## src/rmsma_pkg.sv

```systemverilog
// Package for the windowed RMS moving average block: widths, reset values,
// register indexes and the lane control word.
// No dependencies; every other file of the block but rmsma_ram imports it.
package rmsma_pkg;

    // lane count and fixed field widths
    localparam int LANES      = 3;
    localparam int SAMPLE_W   = 16;
    localparam int SQ_W       = 2 * SAMPLE_W;
    localparam int RMS_W      = 24;
    localparam int FRAC_SHIFT = 16;

    // default sizes of the window and the history ring
    localparam int WINDOW_SAMPLES_DEF = 34;
    localparam int HISTORY_DEPTH_DEF  = 16;

    // configuration register indexes and reset values
    localparam int CFG_IDX_W = 2;
    localparam logic [CFG_IDX_W-1:0] REG_OFFSET_A = 2'd0;
    localparam logic [CFG_IDX_W-1:0] REG_OFFSET_B = 2'd1;
    localparam logic [CFG_IDX_W-1:0] REG_OFFSET_C = 2'd2;

    localparam logic [SAMPLE_W-1:0] OFFSET_A_RESET = 16'd18663;
    localparam logic [SAMPLE_W-1:0] OFFSET_B_RESET = 16'd18625;
    localparam logic [SAMPLE_W-1:0] OFFSET_C_RESET = 16'd18625;

    // commands from the sequencer to every lane
    typedef struct packed {
        logic accept;
        logic acc_add;
        logic hist_read;
        logic sqrt_load;
        logic sqrt_step;
        logic hist_update;
        logic mean_mul;
    } lane_ctrl_t;

endpackage

```

## src/rmsma_ram.sv

```systemverilog
// Generic single write port RAM with one registered read port.
// No dependencies.
module rmsma_ram #(
    parameter int WIDTH = 24,
    parameter int DEPTH = 16,
    parameter int AW    = 4
) (
    input  logic             clk,
    input  logic             we,
    input  logic [AW-1:0]    waddr,
    input  logic [WIDTH-1:0] wdata,
    input  logic             re,
    input  logic [AW-1:0]    raddr,
    output logic [WIDTH-1:0] rdata
);

    logic [WIDTH-1:0] mem [DEPTH];
    logic [WIDTH-1:0] rdata_reg;

    // write and registered read
    always_ff @(posedge clk)
    begin
        if (we)
        begin
            mem[waddr] <= wdata;
        end
        if (re)
        begin
            rdata_reg <= mem[raddr];
        end
    end

    assign rdata = rdata_reg;

endmodule

```

## src/rmsma_lane.sv

```systemverilog
// One channel lane: offset removal, squaring, window sum, digit serial square
// root scaled by the window length, the history ring with its running sum and the mean multiply.
// Depends on rmsma_pkg and rmsma_ram.
module rmsma_lane
    import rmsma_pkg::*;
#(
    parameter int WINDOW_SAMPLES = WINDOW_SAMPLES_DEF,
    parameter int HISTORY_DEPTH  = HISTORY_DEPTH_DEF
) (
    input  logic                clk,
    input  logic                rst_n,
    input  lane_ctrl_t          ctrl,
    input  logic [SAMPLE_W-1:0] sample,
    input  logic [SAMPLE_W-1:0] offset,
    input  logic                hist_valid,
    input  logic [((HISTORY_DEPTH > 1) ? $clog2(HISTORY_DEPTH) : 1)-1:0] hist_addr,
    output logic [RMS_W-1:0]    mean
);

    localparam int AW      = (HISTORY_DEPTH > 1) ? $clog2(HISTORY_DEPTH) : 1;
    localparam int SUM_W   = SQ_W + $clog2(WINDOW_SAMPLES);
    localparam int Q_W     = SUM_W + FRAC_SHIFT;
    localparam int HSUM_W  = RMS_W + $clog2(HISTORY_DEPTH);
    localparam int MEAN_SH = HSUM_W + $clog2(HISTORY_DEPTH);
    localparam int RECIP_W = HSUM_W + 1;
    localparam int PROD_W  = HSUM_W + RECIP_W;

    // reciprocal of the history depth, exact for every possible ring sum
    localparam logic [63:0] RECIP_FULL = ((64'd1 << MEAN_SH) + 64'(HISTORY_DEPTH) - 64'd1)
                                         / 64'(HISTORY_DEPTH);
    localparam logic [RECIP_W-1:0] MEAN_RECIP = RECIP_W'(RECIP_FULL);

    // window length times the weight of the top root bit squared
    localparam logic [Q_W-1:0] WB_INIT = Q_W'(WINDOW_SAMPLES) << (2 * (RMS_W - 1));

    logic [SQ_W-1:0]      sq_reg,    sq_next;
    logic [SUM_W-1:0]     sum_reg,   sum_next;
    logic [Q_W-1:0]       x_reg,     x_next;
    logic [Q_W-1:0]       ws_reg,    ws_next;
    logic [Q_W-1:0]       wa_reg,    wa_next;
    logic [Q_W-1:0]       wb_reg,    wb_next;
    logic [RMS_W-1:0]     root_reg,  root_next;
    logic [HSUM_W-1:0]    hsum_reg,  hsum_next;
    logic [PROD_W-1:0]    prod_reg,  prod_next;

    logic signed [SAMPLE_W:0] diff;
    logic [SAMPLE_W-1:0]      mag;
    logic [Q_W:0]             trial;
    logic                     sge;
    logic [RMS_W-1:0]         hist_rdata;
    logic [RMS_W-1:0]         hist_old;

    // history ring of this lane
    rmsma_ram #(
        .WIDTH (RMS_W),
        .DEPTH (HISTORY_DEPTH),
        .AW    (AW)
    ) u_hist (
        .clk   (clk),
        .we    (ctrl.hist_update),
        .waddr (hist_addr),
        .wdata (root_reg),
        .re    (ctrl.hist_read),
        .raddr (hist_addr),
        .rdata (hist_rdata)
    );

    // offset removal and magnitude
    assign diff = $signed({1'b0, sample}) - $signed({1'b0, offset});
    assign mag  = diff[SAMPLE_W] ? SAMPLE_W'(-diff) : diff[SAMPLE_W-1:0];

    // root step: keep bit if window * (root + bit)^2 still fits the scaled sum
    assign trial = {1'b0, ws_reg} + {1'b0, wa_reg} + {1'b0, wb_reg};
    assign sge   = {1'b0, x_reg} >= trial;

    // entry leaving the ring, zero until written
    assign hist_old = hist_valid ? hist_rdata : '0;

    always_comb
    begin
        sq_next   = sq_reg;
        sum_next  = sum_reg;
        x_next    = x_reg;
        ws_next   = ws_reg;
        wa_next   = wa_reg;
        wb_next   = wb_reg;
        root_next = root_reg;
        hsum_next = hsum_reg;
        prod_next = prod_reg;

        if (ctrl.accept)
        begin
            sq_next = SQ_W'(mag) * SQ_W'(mag);
        end
        if (ctrl.acc_add)
        begin
            sum_next = sum_reg + SUM_W'(sq_reg);
        end
        if (ctrl.sqrt_load)
        begin
            x_next    = {sum_reg, FRAC_SHIFT'(0)};
            ws_next   = '0;
            wa_next   = '0;
            wb_next   = WB_INIT;
            root_next = '0;
            sum_next  = '0;
        end
        if (ctrl.sqrt_step)
        begin
            ws_next   = sge ? Q_W'(trial) : ws_reg;
            wa_next   = sge ? (wa_reg >> 1) + wb_reg : wa_reg >> 1;
            wb_next   = wb_reg >> 2;
            root_next = {root_reg[RMS_W-2:0], sge};
        end
        if (ctrl.hist_update)
        begin
            hsum_next = hsum_reg - HSUM_W'(hist_old) + HSUM_W'(root_reg);
        end
        if (ctrl.mean_mul)
        begin
            prod_next = PROD_W'(hsum_reg) * PROD_W'(MEAN_RECIP);
        end
    end

    // sums hold model state, the rest is working data
    always_ff @(posedge clk or negedge rst_n)
    begin
        if (!rst_n)
        begin
            sum_reg  <= '0;
            hsum_reg <= '0;
        end
        else
        begin
            sum_reg  <= sum_next;
            hsum_reg <= hsum_next;
        end
    end

    always_ff @(posedge clk)
    begin
        sq_reg   <= sq_next;
        x_reg    <= x_next;
        ws_reg   <= ws_next;
        wa_reg   <= wa_next;
        wb_reg   <= wb_next;
        root_reg <= root_next;
        prod_reg <= prod_next;
    end

    assign mean = prod_reg[MEAN_SH +: RMS_W];

endmodule

```

## config.mk

```make
export PLATFORM = sky130hd
export DESIGN_NAME = rmsma_lane
export DESIGN_NICKNAME = d
export VERILOG_FILES = /design/src/rmsma_pkg.sv /design/src/rmsma_ram.sv /design/src/rmsma_lane.sv
export SDC_FILE = /design/constraint.sdc
export NUM_CORES = 2
export LEC_CHECK = 0
export ABC_AREA = 0
export BUFFER_PORTS_ARGS = -buffer_cell sky130_fd_sc_hd__buf_2
export CORE_MARGIN = 4
export CORE_UTILIZATION = 50
export CTS_CLUSTER_SIZE = 12
export DETAILED_ROUTE_END_ITERATION = 8
export MAX_ROUTING_LAYER = met4
export PLACE_DENSITY = 0.78
export REMOVE_ABC_BUFFERS = 1
export SYNTH_ARGS = -nofsm -noshare
export SYNTH_HDL_FRONTEND = slang
export SYNTH_HIERARCHICAL = 1
export SYNTH_SLANG_ARGS = --single-unit
```

## constraint.sdc

```tcl
create_clock -name clk -period 15.7 [get_ports clk]
set_clock_uncertainty 0.2 [all_clocks]
set_input_delay 1.57 -clock clk [delete_from_list [all_inputs] [get_ports clk]]
set_output_delay 1.57 -clock clk [all_outputs]
set_load 0.01 [all_outputs]
```

# Yosys cells after proc, flatten, opt, wreduce, memory -nomap -nowiden
# Memories as Yosys holds them, arrays and structs flattened. A register that Yosys moved wholly into a read port is not among the register bits.
# Cells that the tools add are included.
word_totals:
  regBits: 322
  mem_bits_rw: 384
  input_bits: 46
  output_inout_bits: 24
  wordCells: 40
  mem_count: 1
classes:
  addsub: 8
  n_mul: 1
  n_lt_le_gt_ge: 1
  eq_ne: 1
  muxes: 15
  reduce_logical: 3
memory_table:
  columns: ["name", "words", "width", "rd", "rd_clocked_by_memory_dff", "wr", "line", "rtl"]
  rows:
  - ["u_hist.mem", 16, 24, 1, 1, 1, "rmsma_ram.sv:17", "logic [WIDTH-1:0] mem [DEPTH];"]
op_table:
  columns: ["operator", "n"]
  rows:
  - ["$mux 54", 5]
  - ["$mux 38", 2]
  - ["$mux 24", 3]
  - ["$add 54x54->55", 1]
  - ["$add 55x52->55", 1]
  - ["$ge 54x55->1", 1]
  - ["$add 53x52->54", 1]
  - ["$mux 52", 1]
  - ["$mux 50", 1]
  - ["$add 38x32->38", 1]
  - ["$mul 16x16->32", 1]
  - ["$add 28x24->28", 1]
  - ["$sub 28x24->28", 1]
  - ["$sub 16x16->17", 1]
  - ["$mux 16", 1]
  - ["$neg 16->16", 1]
  - ["$reduce_bool 2->1", 2]
  - ["$mux 1", 2]
  - ["$ne 2x1->1 const B", 1]
  - ["$reduce_and 2->1", 1]

# Logic depth before layout (Yosys ltp)
depth:
  ltp_word: 5
  depth_mapped: 39
  mapped_depth_nobuf: 38

# By module
# Netlist, hierarchy kept.
modules_own_cells:
  columns: ["module", "instances", "cells_each", "area_per_inst_um2", "seq_area_each_um2"]
  rows:
  - ["rmsma_lane", 1, 3087, 29899.9, 9188.8]
  - ["rmsma_ram", 1, 636, 15170.8, 12251.8]

# Worst setup path after synthesis
# No wires, ideal clock.
synth_path:
  path_kind: "input to register"
  start: "in sample[0]"
  end: "reg sq_reg[31] (data pin)"
  setup_time_ns: 0.267
  t_arrival_ns: 9.920
  required_ns: 15.233
  path_slack_ns: 5.313
  path_stages: 35
  path_buffers: 1
  path_cell_list: "inv_1 > ha_1 > inv_1 > fa_1 > a211oi_4 > nor2_1 > xor2_1 > or3_1 > or4_4 > nor3_4 > a31o_4 > xor2_4 > inv_2 > buf_6 > nand2_2 > inv_2 > fa_1 > fa_1 > fa_1 > fa_1 > fa_1 > inv_1 > fa_1 > inv_1 > ha_1 > a21o_1 > a21o_1 > a221oi_1 > o21ai_0 > a21o_1 > o31a_1 > a211o_1 > a21oi_1 > xnor2_1 > xnor2_1"
synth_via:
  elab_chain_cells: 4
synth_lines:
  columns: ["element", "line", "rtl"]
  rows:
  - ["start: declaration", "rmsma_lane.sv:13", "input logic [SAMPLE_W-1:0] sample,"]
  - ["$sub 16x16->17 (*)", "rmsma_lane.sv:69", "assign diff = $signed({1'b0, sample}) - $signed({1'b0, offset});"]
  - ["$neg 16->16", "rmsma_lane.sv:70", "assign mag = diff[SAMPLE_W] ? SAMPLE_W'(-diff) : diff[SAMPLE_W-1:0];"]
  - ["$mux 16 (*)", "rmsma_lane.sv:70", null]
  - ["$mul 16x16->32 (*)", "rmsma_lane.sv:93", "sq_next = SQ_W'(mag) * SQ_W'(mag);"]
  - ["end signal: assignment", "rmsma_lane.sv:142", "sq_reg <= sq_next;"]
  - ["end: declaration", "rmsma_lane.sv:36", "logic [SQ_W-1:0] sq_reg, sq_next;"]
# Mark *: on every way between the ends. The rest lies on a longest branch, timed or not.
# A chain may end at the register's enable or synchronous reset.

# Worst setup path in the final report
layout_path:
  start: "in offset[0]"
  end: "reg sq_reg[31] (data pin)"
layout_via:
  elab_chain_cells: 4
layout_lines:
  columns: ["element", "line", "rtl"]
  rows:
  - ["start: declaration", "rmsma_lane.sv:14", "input logic [SAMPLE_W-1:0] offset,"]
  - ["$sub 16x16->17 (*)", "rmsma_lane.sv:69", null]
  - ["$neg 16->16", "rmsma_lane.sv:70", null]
  - ["$mux 16 (*)", "rmsma_lane.sv:70", null]
  - ["$mul 16x16->32 (*)", "rmsma_lane.sv:93", null]
# Marked as above.

==> results.json <==
{
  "outcome": "completed",
  "syn-cell-area_sq_um": 45070,
  "cts_resized": 0,
  "grt_pass1_wl_um": 166400,
  "clk_path_buf_depth": 3,
  "wire_per_inst_um": 20.56,
  "synth_top_area_cell": "edfxtp_1",
  "max_cap_violations": 0,
  "setup_tns_ps": 0,
  "setup_viol": 0,
  "gp_congestion": 0.9217,
  "stdcell_area_sq_um": 49250,
  "drt_iter0_drc": 2702,
  "synth.area.mux_share_pct": 5.821,
  "wl_um": 103100,
  "core_sq_um": 88920,
  "fp.dieH_um": 308.2,
  "largest_reg_flops": 384,
  "period_share_pct": 71.03,
  "synth_seq_cells": 725,
  "max_slew.worst_pin.slew_ps": 1136,
  "relSlewSlack_pct": 23.99,
  "end_kind": "flop",
  "synth_seq_area_share_pct": 47.57,
  "fin_crit_ps": 11150,
  "synth_cell_types": 91,
  "antenna_found_initial": 0,
  "hold_path_class": "flop to flop",
  "die-area_sq_um": 95010,
  "synth_simple_gate_area_share_pct": 9.405,
  "cts_htree_levels": 3,
  "nNetsFinal": 4377,
  "yosysWarnings": 6,
  "syn_area_per_cell_sq_um": 12.11,
  "clkTransAtPathRegs_ps": 60,
  "critPathArrivalTime_ps": 11290,
  "async_reset_ff_share_pct": 9.103,
  "viasPerCell": 5.876,
  "rows": 109,
  "num_io_pins": 70,
  "cpMostUsedCell": "fa_1",
  "portBuffers": 69,
  "netlist_instances": 3723,
  "track_usage_pct": 22.78,
  "cp-start-kind": "input pin",
  "synthFlopType": "edfxtp_1",
  "synth_compound_area_share_pct": 9.961,
  "clock_latency_ps": 630,
  "synth_area_leaders": "edfxtp_1, fa_1, ha_1",
  "path_class": "input pin to flop",
  "final-hold-violation-count": 0,
  "numCtsBuffers": 78,
  "place_area_sq_um": 46720,
  "path_max_fanout": 21,
  "max_stage_delay_ps": 880,
  "synthXorXnorAreaFrac_pct": 4.189,
  "start_util_pct": 50.69,
  "critPathRequiredTime_ps": 15840,
  "max_freq_ghz": 0.08968,
  "grt_pass1_vias": 30183,
  "rr_startpoint": "wa_reg[1]",
  "cts_hold_buf": 0,
  "rsz0062_at_grt": "no",
  "hp-start": "hsum_reg[20]",
  "grt_start_max_net_pins": 77,
  "n_antenna_cell": 0,
  "dr.pass1.iters": 6,
  "vias": 29476,
  "cp_slowest_cell": "xnor2_1",
  "dp_hpwl_um": 70770,
  "root_buffer": "clkbuf_16",
  "postCtsSetupRepairBufs": 0,
  "drive_gt1_share_pct": 9.971,
  "overflow": 0,
  "ant_nets": 0,
  "remaining_drc_errors": 0,
  "area_growth_pct": 9.264,
  "cts_sinks": 725,
  "slew_viol_final": 0,
  "cts_tree": "done",
  "cp-startpoint": "offset[0]",
  "synth_top_family_by_area": "adder cells",
  "synth_edf_count": 659,
  "yosys.area.top_type_share_pct": 43.91,
  "synthAdderAreaFrac_pct": 18.48,
  "die_w_um": 308.2
}
[area by class of cell]
type / instances / area (sq um)
clock inverters: 26 / 421.7
inverters: 409 / 1538
well taps: 1165 / 1458
fillers: 7101 / 39670
multi-input cells: 2474 / 21640
clock buffers: 110 / 2102
flip-flops and latches: 725 / 21440
repair buffers: 107 / 641.9
[placed cells by master (no fill, tap or decap), types with 66 or more instances in the layout]
master / synthesis / layout
fa_1: 216 / 216
dfrtp_1: 66 / 66
buf_2: 22 / 66
edfxtp_1: 659 / 659
a21o_1: 75 / 74
inv_1: 395 / 395
nor2_1: 329 / 316
a21oi_1: 158 / 158
o21ai_0: 124 / 124
xor2_1: 72 / 72
mux4_2: 96 / 96
clkbuf_16: 0 / 78
xnor2_1: 128 / 128
ha_1: 320 / 320
and2_1: 69 / 69
nand2_1: 238 / 238
[cell families after synthesis]
kind of cell | Yosys count
flip-flops | 725
buffers and inverters | 524
AND/OR/NAND/NOR | 910
XOR/XNOR | 207
AO/OA/AOI/OAI | 679
multiplexers | 142
adder cells (fa/ha/maj) | 536
[path summary, 6_finish.rpt]
check,endpoint,slack (ps),depth (start not counted)
setup / recovery,sq_reg[31],4550,36
hold / removal,prod_reg[48],260,0
setup reg to reg,ws_reg[8],6850,23
hold reg to reg,prod_reg[48],260,0
max in group asynchronous,sum_reg[5],13680,2
min in group asynchronous,hsum_reg[21],520,1
[critical path, delay by kind of cell]
kind / cells / cell delay (ps)
buffers and inverters: 8 / 1020
adders and majority gates: 9 / 3790
and+or+nand+nor: 5 / 900
xor gates and xnor gates: 3 / 1130
AOI/OAI and AO/OA: 11 / 2880
[synth_stat cells, types with 11 or more instances]
cell type / instances
edfxtp_1: 659
inv_1: 395
nor2_1: 329
ha_1: 320
nand2_1: 238
fa_1: 216
a21oi_1: 158
xnor2_1: 128
o21ai_0: 124
mux4_2: 96
clkbuf_1: 76
a21o_1: 75
xor2_1: 72
and2_1: 69
dfrtp_1: 66
nor3_1: 52
a211oi_1: 51
a22oi_1: 51
nand3_1: 48
mux2i_1: 45
nand2b_1: 42
a31oi_1: 41
nand4_1: 32
o21a_1: 25
o21bai_1: 24
and3_1: 22
buf_2: 22
nor2b_1: 21
o211ai_1: 18
o31ai_1: 13
inv_2: 11
[per-layer routing]
layer  track usage (%)  wire (um)  up-vias
li1                  -          -    13508
met1             30.67      43800    14713
met2             36.63      49410     1060
met3             3.543       7502      195
met4             5.918       2425        0
met5                 -          0        -
[per-stage QoR]
stage / hold WS (ps) / setup slack, ps / util, % / cells
after floorplan: 224.9 / 5172 / - / 3608
after global placement: 230.9 / 4241 / 52.54 / 4880
after detailed placement: 236.0 / 3972 / 52.54 / 4880
after CTS: 252.3 / 4614 / 55.38 / 5016
after global routing: 271.6 / 3933 / 55.38 / 5016
final: 256.9 / 4549 / 55.38 / 5016
Power is not shown: default switching activity piles up to over one toggle a cycle in this logic, so the estimate is an artifact.
